<file path="src/rtl/core/tes_pkg.sv">
// Shared constants and controller/datapath interface types for the tick event scheduler.
// No dependencies; imported by every module of the block.
package tes_pkg;

	localparam int MAX_PENDING = 16;
	localparam int DELAY_BITS  = 16;

	localparam int SLOT_W     = (MAX_PENDING > 1) ? $clog2(MAX_PENDING) : 1;
	localparam int CNT_W      = $clog2(MAX_PENDING + 1);
	localparam int ID_W       = 8;
	localparam int DELAY_W    = 16;
	localparam int PERIOD_W   = 16;
	localparam int TICK_W     = 32;
	localparam int DELAY_USE  = (DELAY_BITS < DELAY_W) ? DELAY_BITS : DELAY_W;
	localparam int IN_DATA_W  = ID_W + DELAY_W + PERIOD_W;
	localparam int OUT_RAW_W  = 1 + ID_W + TICK_W;
	localparam int OUT_DATA_W = ((OUT_RAW_W + 7) / 8) * 8;

	localparam logic MODE_SCHEDULE = 1'b0;
	localparam logic MODE_TICK     = 1'b1;
	localparam logic KIND_STATUS   = 1'b0;
	localparam logic KIND_FIRED    = 1'b1;
	localparam logic STATUS_OK     = 1'b0;
	localparam logic STATUS_FULL   = 1'b1;

	typedef struct packed {
		logic sched_write;
		logic push_status;
		logic tick_start;
		logic scan_step;
		logic scan_end;
		logic rearm_step;
		logic flush_push;
		logic finish;
	} tes_cmd_t;

	typedef struct packed {
		logic scan_done;
		logic fire;
		logic hold_valid;
		logic rearm_empty;
		logic rearm_done;
		logic out_free;
	} tes_status_t;

endpackage

</file>
<file path="src/rtl/core/tes_ctrl.sv">
// Sequencing state machine of the tick event scheduler.
// Depends on tes_pkg; issues commands to tes_datapath and reads its status.
module tes_ctrl (
	input  logic                 clk,
	input  logic                 arst_n,
	input  logic                 s_tvalid,
	input  logic                 mode,
	output logic                 s_tready,
	input  tes_pkg::tes_status_t st,
	output tes_pkg::tes_cmd_t    cmd
);
	import tes_pkg::*;

	typedef enum logic [2:0] {
		ST_IDLE,
		ST_SCHED,
		ST_SCAN,
		ST_REARM,
		ST_FLUSH
	} state_t;

	state_t state_q;
	state_t state_d;

	assign s_tready = (state_q == ST_IDLE);

	always_comb begin
		cmd     = '0;
		state_d = state_q;
		case (state_q)
			ST_IDLE: begin
				if (s_tvalid) begin
					if (mode == MODE_TICK) begin
						cmd.tick_start = 1'b1;
						state_d        = ST_SCAN;
					end else begin
						cmd.sched_write = 1'b1;
						state_d         = ST_SCHED;
					end
				end
			end
			ST_SCHED: begin
				if (st.out_free) begin
					cmd.push_status = 1'b1;
					state_d         = ST_IDLE;
				end
			end
			ST_SCAN: begin
				if (st.scan_done) begin
					cmd.scan_end = 1'b1;
					state_d      = st.rearm_empty ? ST_FLUSH : ST_REARM;
				end else if (!(st.fire && st.hold_valid && !st.out_free)) begin
					cmd.scan_step = 1'b1;
				end
			end
			ST_REARM: begin
				if (st.rearm_done) begin
					state_d = ST_FLUSH;
				end else begin
					cmd.rearm_step = 1'b1;
				end
			end
			ST_FLUSH: begin
				if (!st.hold_valid) begin
					cmd.finish = 1'b1;
					state_d    = ST_IDLE;
				end else if (st.out_free) begin
					cmd.flush_push = 1'b1;
					cmd.finish     = 1'b1;
					state_d        = ST_IDLE;
				end
			end
			default: begin
				state_d = ST_IDLE;
			end
		endcase
	end

	always_ff @(posedge clk or negedge arst_n) begin
		if (!arst_n) begin
			state_q <= ST_IDLE;
		end else begin
			state_q <= state_d;
		end
	end

endmodule

</file>
<file path="src/rtl/core/tes_datapath.sv">
// Slot pool, arrival list, tick counter and output register of the tick event scheduler.
// Depends on tes_pkg; driven by commands from tes_ctrl.
module tes_datapath (
	input  logic                            clk,
	input  logic                            arst_n,
	input  tes_pkg::tes_cmd_t               cmd,
	output tes_pkg::tes_status_t            st,
	input  logic [tes_pkg::IN_DATA_W-1:0]   s_tdata,
	output logic                            m_tvalid,
	input  logic                            m_tready,
	output logic [tes_pkg::OUT_DATA_W-1:0]  m_tdata,
	output logic                            m_tuser,
	output logic                            m_tlast
);
	import tes_pkg::*;

	logic [ID_W-1:0]     in_id;
	logic [DELAY_W-1:0]  in_delay;
	logic [PERIOD_W-1:0] in_period;
	logic [TICK_W-1:0]   delay_ext;

	logic [MAX_PENDING-1:0] valid_q;
	logic [TICK_W-1:0]      due_q    [MAX_PENDING];
	logic [ID_W-1:0]        action_q [MAX_PENDING];
	logic [PERIOD_W-1:0]    period_q [MAX_PENDING];
	logic [SLOT_W-1:0]      order_q  [MAX_PENDING];
	logic [SLOT_W-1:0]      rearm_q  [MAX_PENDING];

	logic [TICK_W-1:0] tick_q;
	logic [CNT_W-1:0]  pending_q;
	logic [CNT_W-1:0]  i_q;
	logic [CNT_W-1:0]  nk_q;
	logic [CNT_W-1:0]  nr_q;
	logic              full_q;
	logic              hold_valid_q;
	logic [ID_W-1:0]   hold_id_q;

	logic              out_valid_q;
	logic              out_kind_q;
	logic              out_status_q;
	logic [ID_W-1:0]   out_id_q;
	logic [TICK_W-1:0] out_tick_q;
	logic              out_last_q;

	logic              free_found;
	logic [SLOT_W-1:0] free_idx;
	logic [SLOT_W-1:0] scan_slot;
	logic [SLOT_W-1:0] i_idx;
	logic [SLOT_W-1:0] nk_idx;
	logic [SLOT_W-1:0] nr_idx;
	logic [SLOT_W-1:0] pend_idx;
	logic              scan_fire;
	logic              out_free;
	logic              scan_push;

	assign in_id     = s_tdata[ID_W-1:0];
	assign in_delay  = s_tdata[ID_W+DELAY_W-1:ID_W];
	assign in_period = s_tdata[IN_DATA_W-1:ID_W+DELAY_W];
	assign delay_ext = {{(TICK_W-DELAY_USE){1'b0}}, in_delay[DELAY_USE-1:0]};

	assign i_idx     = i_q[SLOT_W-1:0];
	assign nk_idx    = nk_q[SLOT_W-1:0];
	assign nr_idx    = nr_q[SLOT_W-1:0];
	assign pend_idx  = pending_q[SLOT_W-1:0];
	assign scan_slot = order_q[i_idx];
	assign scan_fire = valid_q[scan_slot] && (due_q[scan_slot] == tick_q);
	assign out_free  = !out_valid_q || m_tready;
	assign scan_push = cmd.scan_step && scan_fire && hold_valid_q;

	always_comb begin
		free_found = 1'b0;
		free_idx   = '0;
		for (int k = MAX_PENDING - 1; k >= 0; k--) begin
			if (!valid_q[k]) begin
				free_found = 1'b1;
				free_idx   = SLOT_W'(k);
			end
		end
	end

	always_comb begin
		st.scan_done   = (i_q == pending_q);
		st.fire        = scan_fire;
		st.hold_valid  = hold_valid_q;
		st.rearm_empty = (nr_q == '0);
		st.rearm_done  = (i_q == nr_q);
		st.out_free    = out_free;
	end

	always_ff @(posedge clk or negedge arst_n) begin
		if (!arst_n) begin
			valid_q      <= '0;
			tick_q       <= '0;
			pending_q    <= '0;
			i_q          <= '0;
			nk_q         <= '0;
			nr_q         <= '0;
			hold_valid_q <= 1'b0;
			out_valid_q  <= 1'b0;
		end else begin
			if (cmd.sched_write && free_found) begin
				valid_q[free_idx] <= 1'b1;
				pending_q         <= pending_q + CNT_W'(1);
			end
			if (cmd.tick_start) begin
				i_q          <= '0;
				nk_q         <= '0;
				nr_q         <= '0;
				hold_valid_q <= 1'b0;
			end
			if (cmd.scan_step) begin
				i_q <= i_q + CNT_W'(1);
				if (valid_q[scan_slot]) begin
					if (!scan_fire) begin
						nk_q <= nk_q + CNT_W'(1);
					end else begin
						hold_valid_q <= 1'b1;
						if (period_q[scan_slot] == '0) begin
							valid_q[scan_slot] <= 1'b0;
						end else begin
							nr_q <= nr_q + CNT_W'(1);
						end
					end
				end
			end
			if (cmd.scan_end) begin
				i_q <= '0;
			end
			if (cmd.rearm_step) begin
				i_q  <= i_q + CNT_W'(1);
				nk_q <= nk_q + CNT_W'(1);
			end
			if (cmd.finish) begin
				tick_q       <= tick_q + TICK_W'(1);
				pending_q    <= nk_q;
				hold_valid_q <= 1'b0;
			end
			if (cmd.push_status || scan_push || cmd.flush_push) begin
				out_valid_q <= 1'b1;
			end else if (m_tready) begin
				out_valid_q <= 1'b0;
			end
		end
	end

	always_ff @(posedge clk) begin
		if (cmd.sched_write) begin
			full_q <= !free_found;
			if (free_found) begin
				due_q[free_idx]    <= tick_q + delay_ext;
				action_q[free_idx] <= in_id;
				period_q[free_idx] <= in_period;
				order_q[pend_idx]  <= free_idx;
			end
		end
		if (cmd.scan_step && valid_q[scan_slot]) begin
			if (!scan_fire) begin
				order_q[nk_idx] <= scan_slot;
			end else begin
				hold_id_q <= action_q[scan_slot];
				if (period_q[scan_slot] != '0) begin
					due_q[scan_slot] <= tick_q + {{(TICK_W-PERIOD_W){1'b0}}, period_q[scan_slot]};
					rearm_q[nr_idx]  <= scan_slot;
				end
			end
		end
		if (cmd.rearm_step) begin
			order_q[nk_idx] <= rearm_q[i_idx];
		end
		if (cmd.push_status) begin
			out_kind_q   <= KIND_STATUS;
			out_status_q <= full_q;
			out_id_q     <= '0;
			out_tick_q   <= '0;
			out_last_q   <= 1'b1;
		end else if (scan_push || cmd.flush_push) begin
			out_kind_q   <= KIND_FIRED;
			out_status_q <= STATUS_OK;
			out_id_q     <= hold_id_q;
			out_tick_q   <= tick_q;
			out_last_q   <= cmd.flush_push;
		end
	end

	assign m_tvalid = out_valid_q;
	assign m_tuser  = out_kind_q;
	assign m_tlast  = out_last_q;
	assign m_tdata  = {{(OUT_DATA_W-OUT_RAW_W){1'b0}}, out_tick_q, out_id_q, out_status_q};

`ifndef SYNTHESIS
	a_pending_range: assert property (@(posedge clk) disable iff (!arst_n)
		pending_q <= CNT_W'(MAX_PENDING))
		else $error("pending count exceeds the pool size");

	a_pool_consistent: assert property (@(posedge clk) disable iff (!arst_n)
		cmd.sched_write |-> ($countones(valid_q) == int'(pending_q)))
		else $error("valid slots disagree with the pending count");

	a_no_overwrite: assert property (@(posedge clk) disable iff (!arst_n)
		(cmd.push_status || scan_push || cmd.flush_push) |-> out_free)
		else $error("result register loaded while still occupied");

	a_compact_order: assert property (@(posedge clk) disable iff (!arst_n)
		cmd.scan_step |-> (nk_q + nr_q <= i_q))
		else $error("arrival list compaction overtook the scan");
`endif

endmodule

</file>
<file path="src/rtl/core/tick_event_scheduler_top.sv">
// Top level of the tick event scheduler: handshake ports around controller and datapath.
// Depends on tes_pkg, tes_ctrl and tes_datapath.
//
// A schedule transfer (tuser 0) stores an action in a free slot of a sixteen-entry pool, if one
// is free, and answers with one status result. A tick transfer (tuser 1) walks the arrival list
// one entry per cycle while the scan is not stalled, emits every action due at the current count
// but the last, then copies re-armed entries to the end of the list one per cycle and emits the
// last due action marked by tlast. Input is taken only between items; a result waiting in the
// output register stalls the scan only when a further result must be emitted.
module tick_event_scheduler_top (
	input  logic                            clk,
	input  logic                            arst_n,
	input  logic                            s_tvalid,
	output logic                            s_tready,
	input  logic [tes_pkg::IN_DATA_W-1:0]   s_tdata,  // action_id, delay, period
	input  logic                            s_tuser,  // mode
	output logic                            m_tvalid,
	input  logic                            m_tready,
	output logic [tes_pkg::OUT_DATA_W-1:0]  m_tdata,  // status, fired_id, fire_tick, zero fill
	output logic                            m_tuser,  // kind
	output logic                            m_tlast
);
	import tes_pkg::*;

	tes_cmd_t    cmd;
	tes_status_t st;

	tes_ctrl u_ctrl (
		.clk      (clk),
		.arst_n   (arst_n),
		.s_tvalid (s_tvalid),
		.mode     (s_tuser),
		.s_tready (s_tready),
		.st       (st),
		.cmd      (cmd)
	);

	tes_datapath u_datapath (
		.clk      (clk),
		.arst_n   (arst_n),
		.cmd      (cmd),
		.st       (st),
		.s_tdata  (s_tdata),
		.m_tvalid (m_tvalid),
		.m_tready (m_tready),
		.m_tdata  (m_tdata),
		.m_tuser  (m_tuser),
		.m_tlast  (m_tlast)
	);

endmodule
</file>
<file path="config.mk">
export PLATFORM = sky130hd
export DESIGN_NAME = tick_event_scheduler_top
export DESIGN_NICKNAME = d
export VERILOG_FILES = /design/src/rtl/core/tes_pkg.sv /design/src/rtl/core/tes_ctrl.sv /design/src/rtl/core/tes_datapath.sv /design/src/rtl/core/tick_event_scheduler_top.sv
export SDC_FILE = /design/constraint.sdc
export NUM_CORES = 1
export LEC_CHECK = 0
export BUFFER_PORTS_ARGS = -buffer_cell sky130_fd_sc_hd__buf_2
export CORE_ASPECT_RATIO = 1.5
export CORE_MARGIN = 2
export CORE_UTILIZATION = 46
export CTS_CLUSTER_SIZE = 10
export DETAILED_ROUTE_END_ITERATION = 12
export SYNTH_ARGS = -nofsm -noshare
export SYNTH_HDL_FRONTEND = slang
export SYNTH_SLANG_ARGS = --single-unit
</file>
<file path="constraint.sdc">
create_clock -name clk -period 9.95 [get_ports clk]
set_input_delay 0.4975 -clock clk [delete_from_list [all_inputs] [get_ports clk]]
set_output_delay 0.4975 -clock clk [all_outputs]
set_load 0.01 [all_outputs]
</file>
**Word-level counts from Yosys, hierarchy flattened**

Memory sizes are Yosys's and may differ from the RTL's. A register that Yosys moved wholly into a read port is not among the register bits.
Cells that the tools add are included.

- $add $sub $neg: 7
- Order comparisons: 4
- Eq/ne operators: 10
- Multiplexer cells: 113
- Bitwise gates (word level): 4
- Reduce and logical (&&, ||, !) cells: 28

Operators by type and width:

| kind | number |
|---|---|
| 16-bit two-way mux | 5 |
| 4-bit two-way mux | 20 |
| 5-bit two-way mux | 16 |
| 32-bit by 16-bit adder with 32-bit output | 2 |
| 1-bit two-way mux | 57 |
| 32-bit by 1-bit adder with 32-bit output (second input constant) | 1 |
| 32-bit equality test | 1 |
| 32-bit two-way mux | 1 |
| 32-bit OR reduction | 1 |
| 5-bit by 1-bit adder with 5-bit output (second input constant) | 4 |
| 3-bit two-way mux | 6 |
| 16-bit AND | 1 |
| 16-bit zero test | 1 |
| 16-bit NOT | 1 |
| 16-bit OR | 1 |
| 16-bit nonzero test | 1 |
| 3-bit case mux with 5 select lines | 1 |
| 5-bit equality test | 2 |
| 4-bit by 5-bit < comparator with 1-bit output (second input constant) | 2 |
| 1-bit logical AND | 9 |
| 1-bit demux with 4-bit select | 2 |
| 4-bit by 1-bit greater-or-equal comparator with 1-bit output (second input constant) | 2 |
| 2-bit two-way mux | 4 |
| 3-bit by 2-bit equality test with 1-bit output (second input constant) | 2 |
| other kinds (14) | 23 |

- Register bits: 117
- Bits in writable memories: 1,024
- Input bits: 45
- Output and inout port bits: 52
- Word-level logic and storage cells: 186
- Memories kept: 5

Memory list:

| name | depth | width | rd ports | clocked after memory_dff | wr ports | RTL line | RTL |
|---|---|---|---|---|---|---|---|
| u_datapath.due_q | 16 | 32 | 1 | 0 | 1 | tes_datapath.sv:23 | `logic [TICK_W-1:0] due_q [MAX_PENDING];` |
| u_datapath.period_q | 16 | 16 | 1 | 0 | 1 | tes_datapath.sv:25 | `logic [PERIOD_W-1:0] period_q [MAX_PENDING];` |
| u_datapath.action_q | 16 | 8 | 1 | 1 | 1 | tes_datapath.sv:24 | `logic [ID_W-1:0] action_q [MAX_PENDING];` |
| u_datapath.order_q | 16 | 4 | 1 | 0 | 1 | tes_datapath.sv:26 | `logic [SLOT_W-1:0] order_q [MAX_PENDING];` |
| u_datapath.rearm_q | 16 | 4 | 1 | 0 | 1 | tes_datapath.sv:27 | `logic [SLOT_W-1:0] rearm_q [MAX_PENDING];` |

**Longest topological paths before layout**

- Depth in word-level cells: 27
- Mapped depth: 38
- Depth with buffers taken out: 29

**By module**

A second synthesis with hierarchy kept.

- Cells, all modules: 4,651
- Area, all modules: 57,949.3 sq um

By module, submodules not included:

| module | times used | cells an instance | area an instance (sq um) | seq. area each (sq um) |
|---|---|---|---|---|
| tes_datapath | 1 | 4,610 | 57,622.8 | 33,642.3 |
| tes_ctrl | 1 | 41 | 326.6 | 75.1 |

**Worst setup path before layout**

OpenSTA, ideal clock, no wires.

- Kind: register to register
- Start: register u_datapath.i_q[1]
- End: memory u_datapath.due_q[0][20], data pin
- Setup time: 297 ps
- Data arrival time: 7,526 ps
- Slack: 2,127 ps
- Stages on the path, launching flop included: 39
- Buffers on the path: 9
- Cells stage by stage: dfrtp_1 buf_4 buf_8 mux2i_1 mux4_2 mux2_4 inv_6 buf_6 buf_6 buf_6 buf_6 buf_2 buf_2 mux2i_1 mux2i_1 mux2i_1 mux2i_1 nor4_1 [3 not listed] buf_4 mux2_2 ha_1 inv_1 fa_1 nor2b_1 o21ai_0 a21boi_0 o21ai_0 a21boi_0 o21ai_0 a21boi_0 o21ai_0 a21oi_1 o2111ai_1 a31oi_1 o2111ai_1 xnor2_1

- Cells in the longest elaborated chain, start to end: 14
- Elaborated cells between the ends (all ways): 22
- Those cells by class: add/sub: 1; eq/ne: 2; mux: 10; reduce/logical: 6; memory: 3

RTL lines:

| element | RTL line | RTL |
|---|---|---|
| start, declared | tes_datapath.sv:31 | `logic [CNT_W-1:0] i_q;` |
| start signal, assigned | tes_datapath.sv:112 | `i_q <= i_q + CNT_W'(1);` |
| start signal, assigned | tes_datapath.sv:130 | `i_q <= i_q + CNT_W'(1);` |
| memory 16 x 4 bit | n/a |  |
| memory 16 x 32 bit or 1-bit binary-select mux with 4-bit select (tied branches) | n/a |  |
| 32-bit equality test or 1-bit two-way mux (tied branches) | tes_datapath.sv:66, tes_datapath.sv:156 |  |
| 1-bit logical AND | tes_datapath.sv:66 | `assign scan_fire = valid_q[scan_slot] && (due_q[scan_slot] == tick_q);` |
| 1-bit logical AND (2 in series) | tes_ctrl.sv:52 | `end else if (!(st.fire && st.hold_valid && !st.out_free)) begin` |
| 1-bit two-way mux | tes_ctrl.sv:52 |  |
| 1-bit two-way mux | tes_ctrl.sv:49 | `if (st.scan_done) begin` |
| 2-bit two-way mux | tes_ctrl.sv:30 | `case (state_q)` |
| 1-bit logical AND | tes_datapath.sv:156 | `if (cmd.scan_step && valid_q[scan_slot]) begin` |
| 1-bit two-way mux | tes_datapath.sv:156 |  |
| 1-bit two-way mux (implied by the code) | tes_datapath.sv:162 | `due_q[scan_slot] <= tick_q + {{(TICK_W-PERIOD_W){1'b0}}, period_q[scan_slot]};` |
| 32-bit OR reduction (no line) | n/a |  |
| 32-bit two-way mux (no line) (*) | n/a |  |
| end, declared | tes_datapath.sv:23 |  |

Mark *: on every way between the ends. The rest lies on a longest branch, timed or not. The select of a mux whose other input is x is not followed.

**Worst setup path after layout**

- Start: register u_datapath.i_q[2]
- End: memory u_datapath.due_q[13][25], data pin

The elaborated chain is that of the path after synthesis.

==> parameters.txt <==
Parameter                              Value

Drt
  Post-Route WL ... 136,000 um
  Average via count per standard cell ... 5.86
  Number of vias in the routed layout ... 29,600
  Detailed Route Iter0 Violations ... 2,472
  DRC Markers ... 0
  Antenna Violating Nets Remaining ... 0
  Initial DRT Pass Iterations ... 5
  Routed WL per cell ... 26.9 um

STA
  Highest clock rate ... 109 MHz
  Worst-Margin Slew ... 1.33 ns
  Final hold viol count ... 0
  Min Tclk post-route ... 9.20 ns
  Final total negative setup slack ... 0 ns
  Number of endpoints failing setup at the final stage ... 0
  Worst clock skew ... 0.0312 ns
  Post-route fraction of the period consumed by the critical path ... 0.924
  RSZ-0062 raised after global routing ... false
  Count of final max-slew check failures ... 0
  Worst rel slew slack ... 0.110
  Final worst slack ... 0.755 ns

Floorplan
  Die outline area ... 0.110 sq mm
  Core Footprint ... 0.107 sq mm
  Row count ... 147
  Starting utilization of the core area ... 0.464
  Die height ... 406 um
  I/O Pins ... 97
  DIE WIDTH ... 272 um

Yosys
  Largest cells by area after synthesis ... edfxtp_1 63%, mux2i_1 11%, dfrtp_1 3.7%
  Top cell types by occurrence after synthesis ... 1,034 x edfxtp_1, 534 x mux2i_1, 418 x nand2_1
  Synth top area share ... 0.627
  Share of synthesized cell area in and, or, nand and nor gates ... 0.0860
  Most used standard cell by instance count after synthesis ... edfxtp_1
  Total number of yosys warnings ... 0
  Flip-flop and latch count after synthesis ... 1,149
  Avg Cell Area, Syn ... 14.5 sq um
  Post-Synth Adder-Cell Area ... 0.00647
  Post-synthesis cell count ... 3,412
  FFs w/ async S/R, synth ... 0.0635
  Xor/xnor cell area share of the yosys netlist ... 0.0187
  Multiplexer share of the synthesized area ... 0.128
  EDFF count, synth ... 1,034
  Share of the synthesized area in compound gates (AO/OA/AOI/OAI) ... 0.0531
  Post-synthesis instance area ... 0.0495 sq mm
  Top cell type by total area after synthesis ... edfxtp_1
  Main combinational cell family by area after synthesis ... multiplexers
  Sequential fraction of the synthesis area ... 0.681
  Library cells used by synthesis ... 81
  Main flop type after synthesis ... edfxtp_1

Clock network
  Worst skew pair latency ... 0.78 ns
  Maximum buffer depth of the clock tree ... 3
  Number of H-tree branching levels ... 4
  Clock root buffer master ... clkbuf_16
  Count of clock tree sinks ... 1,149
  Clock tree from TritonCTS ... yes
  Number of buffers created by CTS ... 134
  Clock input transition at the sequential cells of the worst setup and hold paths ... 0.07 ns
  Total setup buffers inserted after CTS ... 0

Setup path
  Worst-path cell with the longest stage delay ... nor3_4
  Critical Path RT ... 10.36 ns
  CP peak stage delay ... 0.88 ns
  Worst setup EP type ... flip-flop
  Top fanout value on the critical path ... 16
  Setup crit start kind ... flip-flop
  Critical path class ... reg -> reg
  Data arrival time of the critical path ... 9.61 ns

Finish
  Flip-flop and latch area ... 0.0337 sq mm
  Total number of nets in the final design ... 3,627
  Ratio of cells with drive above 1 in the final layout ... 0.135
  Summed area of non-filler cells in the final layout ... 0.0561 sq mm
  Area used by multi-input combinational logic ... 0.0150 sq mm
  Area overhead of the layout relative to synthesis ... 13.2%
  Filler cell count ... 8,756
  Non-Filler Instances ... 5,048

Global route
  Aggregate global routing overflow ... 0
  Antenna violations before repair ... 10
  Global routing usage summed across all routing layers ... 0.247
  Pin count of the biggest net entering global routing ... 76
  Via count of the first global-routing pass ... 29,500
  First-pass GRT wire length ... 199,000 um

Power
  Pwr dens ... 313 mW/mm^2
  IR Drop Worst-Case VDD ... 0.000351 V
  Total Power ... 17.5 mW
  Leakage power total ... 20.4 nW

Job
  Maximum capacitance violations ... 0

Place
  Cell count after placement ... 4,835
  DP HPWL ... 84,800 um
  RD Place Congestion ... 0.900
  Pre-CTS setup slack ... 0.403 ns
  Placed Instance Area ... 0.0521 sq mm
  Port bufs ... 89

Min path
  Worst min-delay path class ... in -> reg

Status
  Run status ... completed
==> layout make-up <==
type / instances / area share
Tap cell: 1415 / 0.0316
Clock inverter: 17 / 0.00469
Multi-Input combinational cell: 2018 / 0.268
Sequential cell: 1149 / 0.601
Antenna cell: 1 / 0.0000446
Timing Repair Buffer: 215 / 0.0274
Inverter: 39 / 0.00328
Clock buffer: 194 / 0.0640
==> state kept, by name (all words and copies together) (netlist names) <==
register,flops
u_datapath.pending_q,5
u_datapath.valid_q,16
u_datapath.nk_q,5
u_datapath.i_q,5
u_datapath.action_q,128
u_datapath.due_q,512
u_datapath.period_q,256
u_datapath.m_tuser,1
u_datapath.m_tlast,1
u_ctrl.state_q,3
u_datapath.rearm_q,64
u_datapath.out_id_q,8
u_datapath.out_tick_q,32
u_datapath.nr_q,5
u_datapath.order_q,64
u_datapath.out_status_q,1
u_datapath.hold_valid_q,1
u_datapath.tick_q,32
u_datapath.full_q,1
u_datapath.m_tvalid,1
u_datapath.hold_id_q,8
==> critical path, delay by kind of cell (launching register included) <==
| kind | cells | cell delay [ns] |
|---|---|---|
| adder cells (fa/ha/maj) | 1 | 0.32 |
| buffers and inverters | 3 | 0.71 |
| AO/OA/AOI/OAI | 13 | 2.66 |
| XOR/XNOR | 1 | 0.88 |
| multiplexers | 1 | 0.36 |
| AND/OR/NAND/NOR | 9 | 3.35 |
| flip-flops | 1 | 0.55 |
==> power by group <==
group	internal (mW)	total, mW	switching [mW]
Sequential	5.67	5.82	0.154
Clock	2.53	4.44	1.91
Combinational	2.57	7.26	4.70
Total	10.8	17.5	6.76
==> layout by cell type, fill, tap and decap left out, drive strengths merged, types with 27 or more instances in the layout <==
| cell type | instances |
|---|---|
| a32oi | 31 |
| xor2 | 45 |
| mux2 | 28 |
| nand2 | 419 |
| mux4 | 31 |
| a21oi | 59 |
| xnor2 | 61 |
| clkbuf | 194 |
| dfrtp | 73 |
| edfxtp | 1034 |
| nor3 | 30 |
| buf | 214 |
| o21ai | 49 |
| nor2 | 150 |
| inv | 42 |
| nand4 | 29 |
| mux2i | 534 |
| dfxtp | 42 |
| and3 | 55 |
| a311oi | 36 |
| nand2b | 27 |
| a31oi | 42 |
| nand3 | 120 |
==> routing by layer <==
metal / track usage / wire length, um / vias up
li1: - / - / 13300
met1: 0.303 / 52800 / 15000
met2: 0.435 / 69600 / 1017
met3: 0.0395 / 7790 / 292
met4: 0.104 / 5480 / 14
met5: 0 / 99 / -
==> cells by family after synthesis <==
kind of cell,Yosys count
AOI/OAI and AO/OA,371
xor gates and xnor gates,106
adders and majority gates,25
buffers and inverters,251
DFF,1149
muxes,593
other,1
and+or+nand+nor,916
==> what timing repair did <==
| item | 4_1_cts | 5_1_grt |
|---|---|---|
| endpoints found under the hold margin | 19 | 0 |
| hold buffers | 1 | 0 |
| resized for setup | 0 | 9 |
| endpoints found under the setup margin | 0 | 144 |
==> final timing paths <==
check / slack, ns / endpoint / cells after the start / start
setup reg to reg: 0.75 / u_datapath.due_q[13][25] / 28 / u_datapath.i_q[2]
setup / recovery: 0.75 / u_datapath.due_q[13][25] / 28 / u_datapath.i_q[2]
max in group asynchronous: 8.64 / u_datapath.tick_q[21] / 3 / arst_n
hold reg to reg: 0.45 / u_datapath.m_tuser / 2 / u_datapath.m_tuser
hold / removal: 0.07 / u_ctrl.state_q[1] / 3 / s_tuser
min in group asynchronous: 0.14 / u_datapath.m_tvalid / 2 / arst_n
==> stage by stage <==
stage          hold slack [ns]   util
5_1_grt                 0.0923  0.525
6_report                0.0730  0.525
2_1_floorplan            0.202      -
4_1_cts                 0.0399  0.524
3_3_place_gp             0.397  0.488
3_5_place_dp             0.399  0.488
No activity file was read; power rests on OpenSTA's default activity.
